==> src/hdl/smd_pkg.sv <==
// Shared types and constants of the stride mode detector.
`default_nettype none

package smd_pkg;

  localparam int ENTRIES   = 5;
  localparam int IDX_W     = (ENTRIES > 1) ? $clog2(ENTRIES) : 1;
  localparam int TREE_N    = 1 << IDX_W;
  localparam int ADDR_W    = 64;
  localparam int SCORE_W   = 8;
  localparam int COUNT_W   = 32;
  localparam int THR_W     = 8;

  localparam logic [THR_W-1:0]   THR_RESET  = 8'd40;
  localparam logic [SCORE_W-1:0] SCORE_NEW  = 8'd2;
  localparam logic [SCORE_W-1:0] SCORE_MAX  = 8'hFF;
  localparam logic [COUNT_W-1:0] COUNT_MAX  = 32'hFFFF_FFFF;

  typedef logic [IDX_W-1:0]   idx_t;
  typedef logic [SCORE_W-1:0] score_t;

  typedef enum logic [1:0] {
    EV_NONE   = 2'd0,
    EV_LOCK   = 2'd1,
    EV_RELOCK = 2'd2,
    EV_UNLOCK = 2'd3
  } event_t;

  // Commands from the controller to the datapath.
  typedef struct packed {
    logic load;    // capture the accepted address
    logic calc;    // form the stride and pick the victim
    logic update;  // update the table and load the result register
  } cmd_t;

endpackage

`default_nettype wire

==> src/hdl/smd_ctrl.sv <==
// Controller: sequences each item through stride and update steps.
`default_nettype none

module smd_ctrl (
  input  wire logic          clk,
  input  wire logic          rst_n,
  input  wire logic          in_valid,
  output logic               in_stall,
  output logic               out_valid,
  input  wire logic          out_stall,
  output smd_pkg::cmd_t      cmd_o
);

  typedef enum logic [1:0] {
    ST_IDLE,
    ST_STRIDE,
    ST_UPDATE
  } state_t;

  state_t state_r, state_nxt;
  logic   out_valid_r, out_valid_nxt;
  logic   can_load;

  assign can_load = !out_valid_r || !out_stall;
  assign in_stall = !((state_r == ST_IDLE) || ((state_r == ST_UPDATE) && can_load));
  assign out_valid = out_valid_r;

  always_comb begin
    cmd_o.load   = in_valid && !in_stall;
    cmd_o.calc   = (state_r == ST_STRIDE);
    cmd_o.update = (state_r == ST_UPDATE) && can_load;
  end

  always_comb begin
    state_nxt     = state_r;
    out_valid_nxt = out_valid_r && out_stall;
    unique case (state_r)
      ST_IDLE: begin
        if (in_valid) state_nxt = ST_STRIDE;
      end
      ST_STRIDE: begin
        state_nxt = ST_UPDATE;
      end
      ST_UPDATE: begin
        if (can_load) begin
          out_valid_nxt = 1'b1;
          state_nxt     = in_valid ? ST_STRIDE : ST_IDLE;
        end
      end
      default: state_nxt = ST_IDLE;
    endcase
  end

  always_ff @(posedge clk) begin
    if (!rst_n) begin
      state_r     <= ST_IDLE;
      out_valid_r <= 1'b0;
    end else begin
      state_r     <= state_nxt;
      out_valid_r <= out_valid_nxt;
    end
  end

  a_stride_then_update: assert property (@(posedge clk) disable iff (!rst_n)
    (state_r == ST_STRIDE) |=> (state_r == ST_UPDATE))
    else $error("stride step not followed by update step");

  a_update_fills_out: assert property (@(posedge clk) disable iff (!rst_n)
    cmd_o.update |=> out_valid_r)
    else $error("update did not present a result");

  a_accept_starts: assert property (@(posedge clk) disable iff (!rst_n)
    (in_valid && !in_stall) |=> (state_r == ST_STRIDE))
    else $error("accepted item did not start processing");

  a_full_out_blocks: assert property (@(posedge clk) disable iff (!rst_n)
    (state_r == ST_UPDATE && out_valid_r && out_stall) |-> (in_stall && !cmd_o.update))
    else $error("update while result register is held");

endmodule

`default_nettype wire

==> src/hdl/smd_dp.sv <==
// Datapath: stride, score table, victim search, mode tracking, result register.
`default_nettype none

module smd_dp (
  input  wire logic                          clk,
  input  wire logic                          rst_n,
  input  wire smd_pkg::cmd_t                 cmd_i,
  input  wire logic [smd_pkg::ADDR_W-1:0]    in_address,
  input  wire logic                          cfg_we,
  input  wire logic [smd_pkg::THR_W-1:0]     cfg_data,
  output logic [1:0]                         out_event_res,
  output logic [smd_pkg::ADDR_W-1:0]         out_stride,
  output logic [smd_pkg::COUNT_W-1:0]        out_count,
  output logic                               out_mode
);

  typedef struct packed {
    logic            vld;
    smd_pkg::score_t score;
    smd_pkg::idx_t   idx;
  } cand_t;

  logic [smd_pkg::ADDR_W-1:0]  addr_r;
  logic [smd_pkg::ADDR_W-1:0]  prev_addr_r;
  logic [smd_pkg::ADDR_W-1:0]  stride_r;
  logic [smd_pkg::ADDR_W-1:0]  stride_abs;
  smd_pkg::idx_t               victim_r;
  logic [smd_pkg::COUNT_W-1:0] count_r;
  logic [smd_pkg::THR_W-1:0]   thr_r;
  logic                        mode_r, mode_nxt;
  smd_pkg::idx_t               locked_r, locked_nxt;
  smd_pkg::score_t             score_r   [smd_pkg::ENTRIES];
  smd_pkg::score_t             score_nxt [smd_pkg::ENTRIES];
  smd_pkg::score_t             gain      [smd_pkg::ENTRIES];
  logic [smd_pkg::ADDR_W-1:0]  stab_r    [smd_pkg::ENTRIES];
  logic [smd_pkg::ENTRIES-1:0] match;
  logic                        hit;
  smd_pkg::idx_t               hit_idx;
  smd_pkg::event_t             ev;
  logic                        clear_count;
  cand_t                       node [2*smd_pkg::TREE_N];

  smd_pkg::event_t             out_event_r;
  logic [smd_pkg::ADDR_W-1:0]  out_stride_r;
  logic [smd_pkg::COUNT_W-1:0] out_count_r;
  logic                        out_mode_r;

  assign stride_abs = (addr_r >= prev_addr_r) ? (addr_r - prev_addr_r)
                                              : (prev_addr_r - addr_r);

  // Victim search on decayed scores; right child wins ties (higher index).
  always_comb begin
    for (int n = 0; n < 2*smd_pkg::TREE_N; n++) node[n] = '0;
    for (int i = 0; i < smd_pkg::ENTRIES; i++) begin
      node[smd_pkg::TREE_N + i].vld   = !(mode_r && (locked_r == smd_pkg::idx_t'(i)));
      node[smd_pkg::TREE_N + i].score = (score_r[i] == '0) ? '0 : score_r[i] - 8'd1;
      node[smd_pkg::TREE_N + i].idx   = smd_pkg::idx_t'(i);
    end
    for (int k = smd_pkg::TREE_N - 1; k >= 1; k--) begin
      if (node[2*k+1].vld && (!node[2*k].vld || (node[2*k+1].score <= node[2*k].score)))
        node[k] = node[2*k+1];
      else
        node[k] = node[2*k];
    end
  end

  // Table update for one stride.
  always_comb begin
    hit     = 1'b0;
    hit_idx = '0;
    for (int i = 0; i < smd_pkg::ENTRIES; i++) begin
      match[i] = (stab_r[i] == stride_r) && (score_r[i] != '0);
      if (match[i]) begin
        hit     = 1'b1;
        hit_idx = smd_pkg::idx_t'(i);
      end
    end
    for (int i = 0; i < smd_pkg::ENTRIES; i++) begin
      if (match[i])
        gain[i] = (score_r[i] >= smd_pkg::SCORE_MAX - 8'd1) ? smd_pkg::SCORE_MAX
                                                            : score_r[i] + 8'd2;
      else
        gain[i] = (score_r[i] == '0) ? '0 : score_r[i] - 8'd1;
      score_nxt[i] = gain[i];
    end
    mode_nxt    = mode_r;
    locked_nxt  = locked_r;
    ev          = smd_pkg::EV_NONE;
    clear_count = 1'b0;
    if (!hit) begin
      score_nxt[victim_r] = smd_pkg::SCORE_NEW;
    end else if (!mode_r) begin
      if (gain[hit_idx] >= thr_r) begin
        mode_nxt    = 1'b1;
        locked_nxt  = hit_idx;
        ev          = smd_pkg::EV_LOCK;
        clear_count = 1'b1;
      end
    end else begin
      if (gain[locked_r] > thr_r) begin
        score_nxt[locked_r] = thr_r;
      end else if (gain[locked_r] == '0) begin
        if (gain[hit_idx] >= thr_r) begin
          score_nxt[hit_idx] = thr_r;
          locked_nxt         = hit_idx;
          ev                 = smd_pkg::EV_RELOCK;
        end else begin
          mode_nxt    = 1'b0;
          ev          = smd_pkg::EV_UNLOCK;
          clear_count = 1'b1;
        end
      end
    end
  end

  always_ff @(posedge clk) begin
    if (!rst_n) begin
      prev_addr_r <= '0;
      count_r     <= '0;
      thr_r       <= smd_pkg::THR_RESET;
      mode_r      <= 1'b0;
      locked_r    <= '0;
      for (int i = 0; i < smd_pkg::ENTRIES; i++) score_r[i] <= '0;
    end else begin
      if (cfg_we) thr_r <= cfg_data;
      if (cmd_i.calc) begin
        prev_addr_r <= addr_r;
        if (count_r != smd_pkg::COUNT_MAX) count_r <= count_r + 32'd1;
      end
      if (cmd_i.update) begin
        mode_r   <= mode_nxt;
        locked_r <= locked_nxt;
        if (clear_count) count_r <= '0;
        for (int i = 0; i < smd_pkg::ENTRIES; i++) score_r[i] <= score_nxt[i];
      end
    end
  end

  // Payload registers: no reset.
  always_ff @(posedge clk) begin
    if (cmd_i.load) addr_r <= in_address;
    if (cmd_i.calc) begin
      stride_r <= stride_abs;
      victim_r <= node[1].idx;
    end
    if (cmd_i.update) begin
      if (!hit) stab_r[victim_r] <= stride_r;
      out_event_r  <= ev;
      out_stride_r <= (ev != smd_pkg::EV_NONE) ? stride_r : '0;
      out_count_r  <= count_r;
      out_mode_r   <= mode_nxt;
    end
  end

  assign out_event_res = out_event_r;
  assign out_stride    = out_stride_r;
  assign out_count     = out_count_r;
  assign out_mode      = out_mode_r;

endmodule

`default_nettype wire

==> src/hdl/stride_mode_detector.sv <==
// Top level of the stride mode detector: controller plus datapath.
// Each item passes through the stride step and then the table update step,
// which loads the result register. The next item is accepted in the update
// step of the current one; a held result register stalls the update step.
// Reset (synchronous, rst_n low): clears scores, previous address, mode,
// locked entry and count; the threshold returns to 40. No clearing pass.
`default_nettype none

module stride_mode_detector (
  input  wire logic                          clk,
  input  wire logic                          rst_n,
  // address items in
  input  wire logic                          in_valid,
  output logic                               in_stall,
  input  wire logic [smd_pkg::ADDR_W-1:0]    in_address,
  // result items out
  output logic                               out_valid,
  input  wire logic                          out_stall,
  output logic [1:0]                         out_event_res,
  output logic [smd_pkg::ADDR_W-1:0]         out_stride,
  output logic [smd_pkg::COUNT_W-1:0]        out_count,
  output logic                               out_mode,
  // threshold register write
  input  wire logic                          cfg_we,
  input  wire logic [smd_pkg::THR_W-1:0]     cfg_data
);

  smd_pkg::cmd_t cmd;

  // Controller: accept an item, form its stride, then update the table
  // once the result register is free. The next item is taken in the same
  // cycle as the update, so items overlap by one step.
  smd_ctrl u_ctrl (
    .clk       (clk),
    .rst_n     (rst_n),
    .in_valid  (in_valid),
    .in_stall  (in_stall),
    .out_valid (out_valid),
    .out_stall (out_stall),
    .cmd_o     (cmd)
  );

  // Datapath: the stride step also picks the miss victim from the decayed
  // scores, since the table does not change before the update step.
  smd_dp u_dp (
    .clk           (clk),
    .rst_n         (rst_n),
    .cmd_i         (cmd),
    .in_address    (in_address),
    .cfg_we        (cfg_we),
    .cfg_data      (cfg_data),
    .out_event_res (out_event_res),
    .out_stride    (out_stride),
    .out_count     (out_count),
    .out_mode      (out_mode)
  );

endmodule

`default_nettype wire
==> config.mk <==
export PLATFORM = sky130hd
export DESIGN_NAME = stride_mode_detector
export DESIGN_NICKNAME = d
export VERILOG_FILES = /design/src/hdl/smd_pkg.sv /design/src/hdl/smd_ctrl.sv /design/src/hdl/smd_dp.sv /design/src/hdl/stride_mode_detector.sv
export SDC_FILE = /design/constraint.sdc
export NUM_CORES = 2
export LEC_CHECK = 0
export CAP_MARGIN = 20
export CORE_MARGIN = 8
export CORE_UTILIZATION = 65
export CTS_CLUSTER_DIAMETER = 100
export DETAILED_ROUTE_END_ITERATION = 8
export DONT_BUFFER_PORTS = 1
export PLACE_DENSITY = 0.81
export SLEW_MARGIN = 25
export SYNTH_ARGS = -nofsm -noshare
export SYNTH_HDL_FRONTEND = slang
export SYNTH_SLANG_ARGS = --single-unit
==> constraint.sdc <==
create_clock -name clk -period 14.7 [get_ports clk]
set_input_delay 0.735 -clock clk [delete_from_list [all_inputs] [get_ports clk]]
set_output_delay 0.735 -clock clk [all_outputs]
set_load 0.01 [all_outputs]
==> impl_metrics.json <==
{
  "drc_errors": 0,
  "startpoint_type": "register",
  "drive_gt1_share_pct": 5.83,
  "die_h_um": 265,
  "async_flop_share_pct": 0,
  "root_buffer": "clkbuf_16",
  "path_max_fanout": 10,
  "coreArea_um2": 61500,
  "insertion_delay_ns": 0.64,
  "cts_tree": "yes",
  "syn_inst": 3923,
  "grt_pass1_wl_um": 178000,
  "max_freq_mhz": 124,
  "grt_pass1_vias": 28900,
  "place_area_um2": 40700,
  "whs_ns": 0.196,
  "vias_per_cell": 6.48,
  "maxSlewHeadroom_pct": 26.8,
  "dp_hpwl_um": 87300,
  "max-vdd-ir-drop_mv": 0.109,
  "rsz0062_at_grt": "false",
  "final_antenna_net_count": 0,
  "cts_max_path_buffers": 3,
  "dieWidth_um": 265,
  "final_cell_mix": "590 x edfxtp_1, 377 x a21oi_1, 347 x nand2_1, 263 x xor2_1, 246 x nor2_1",
  "start_util_pct": 65.4,
  "cts_hold_buf": 0,
  "grt_antenna_before_repair": 5,
  "post_cts_resized": 0,
  "fin_tns_setup_ns": 0,
  "synthDistinctLibCells": 91,
  "p_leak_nw": 16.0,
  "portBuffers": 0,
  "critical_path.top_delay_family": "compound AO/OA/AOI/OAI gates",
  "routedWlPerCell_um": 25.8,
  "p_per_area_nw_per_um2": 116,
  "synth_edf_count": 590,
  "cp.arrival_ns": 8.40,
  "post_cts_buffers": 0,
  "slowest_stage": "nor4b_1",
  "track_usage_pct": 33.1,
  "htreeDepth": 3,
  "fin_crit_sh_pct": 54.7,
  "n_fill_cell": 4330,
  "final_cell_area_um2": 43100,
  "synth_seq_cells": 701,
  "period_needed_ns": 8.04,
  "slew_viol_final": 0,
  "gp_congestion": 1.02,
  "worstMarginPinSlew_ns": 1.08,
  "path_clk_slew_ns": 0.06,
  "layout_commonest_cell": "edfxtp_1",
  "critical_path_buf_inv_count": 3,
  "hold_viol_final": 0,
  "synth_nets": 4203,
  "syn_area_um2": 40200,
  "gr-total-overflow": 0,
  "cp_common_cell": "o21ai_0",
  "numCtsBuffers": 72,
  "finalSetupViolCount": 0,
  "syn2layout_area_growth_pct": 7.17,
  "drtIter0Drc": 3782,
  "crit_required_ns": 15.06,
  "dr.pass1.iters": 6,
  "crit_type": "register to register",
  "finalCoreUtilization_pct": 70.1,
  "hp-class": "input port to register",
  "num_rows": 91,
  "skew_ns": 0.0352,
  "final_nets": 4098,
  "drt-total-wl_um": 120000,
  "die-area_um2": 70100,
  "cpPeakStageDelay_ns": 0.54,
  "grt_max_degree": 77,
  "boundaryPins": 178,
  "via_count": 30300,
  "end_kind": "register",
  "max_cap_viol_count": 0,
  "yosysWarnings": 0,
  "cts_num_sinks": 701,
  "seq_area_frac_synth_pct": 49.6,
  "ys.flop_type": "edfxtp_1",
  "status": "completed",
  "syn_avg_cell_area_um2": 10.3
}
[registers in the layout, summed over array words and instances (netlist names)]
register            count
u_ctrl.out_valid        1
u_dp.score_r           40
u_dp.thr_r              8
u_dp.mode_r             1
u_dp.prev_addr_r       64
u_dp.count_r           32
u_dp.out_count         32
u_dp.out_event_res      2
u_dp.locked_r           3
u_dp.addr_r            64
u_dp.out_mode           1
u_dp.stride_r          64
u_dp.victim_r           3
u_ctrl.state_r          2
u_dp.out_stride        64
u_dp.stab_r           320
[cell type report]
class | instances | area [µm²] | share of cell area [%]
timing repair buffer | 38 | 285 | 0.662
inverter | 221 | 832 | 1.93
clock inverter | 43 | 509 | 1.18
antenna | 1 | 2.50 | 0.00580
tap | 790 | 988 | 2.29
clock buffer | 88 | 1910 | 4.43
sequential | 701 | 19900 | 46.2
multi-input combinational | 2784 | 18700 | 43.3
[cell usage after synthesis (all sizes together) (16+ instances only)]
cell / n / area share (%)
and2: 84 / 1.3
nand3: 58 / 0.72
o211ai: 22 / 0.41
xnor2: 183 / 4.0
a21o: 74 / 1.4
nand4: 90 / 1.4
clkbuf: 158 / 1.5
a31oi: 37 / 0.58
nor2: 249 / 2.3
xor2: 263 / 5.7
mux2: 19 / 0.53
o21bai: 51 / 0.95
or3: 16 / 0.25
o21a: 21 / 0.39
mux2i: 85 / 2.1
edfxtp: 590 / 44
nor2b: 30 / 0.47
buf: 59 / 0.77
a211oi: 20 / 0.37
nor4: 71 / 1.2
nor3: 52 / 0.70
inv: 220 / 2.1
nand2b: 30 / 0.47
a21oi: 379 / 4.7
ha: 201 / 6.3
o21ai: 218 / 2.7
nand2: 347 / 3.2
dfxtp: 111 / 5.5
[routing by layer]
layer	part of all wire, %	GRT usage, %
met2	47	53.8
met3	9.8	6.43
met5	0.011	0
met1	39	43.1
met4	4.6	14.6
[power breakdown]
part	switching, mW	internal [mW]
Clock	0.792	1.07
Sequential	0.109	2.24
Combinational	0.538	0.277
[per-stage QoR]
stage,setup WS [ns],instances,power [mW]
2_1_floorplan,1.56,3923,2.89
3_3_place_gp,6.97,4534,3.15
3_5_place_dp,6.85,4534,3.17
4_1_cts,6.81,4665,5.01
5_1_grt,6.05,4665,5.18
6_report,6.66,4666,5.02
[final timing paths]
path,slack [ns],end,depth (start not counted),start
min reg2reg,0.46,u_dp.prev_addr_r[63],2,u_dp.prev_addr_r[63]
max reg2reg,6.66,u_dp.victim_r[1],38,u_dp.score_r[0][17]
min,0.20,u_dp.addr_r[1],0,in_address[1]
max,6.66,u_dp.victim_r[1],38,u_dp.score_r[0][17]
[logic make-up (layout without fill, tap and decap cells)]
logic type | Yosys count | in the layout | synth area share [%]
compound gates | 931 | 931 | 14.0
xor+xnor | 446 | 446 | 9.71
fa+ha+maj | 204 | 204 | 6.38
buf+inv | 438 | 390 | 4.31
flops | 701 | 701 | 49.6
mux | 105 | 105 | 2.70
other cells | 0 | 1 | 0
simple gates | 1098 | 1098 | 13.4
(Power assumes the default switching activity.)
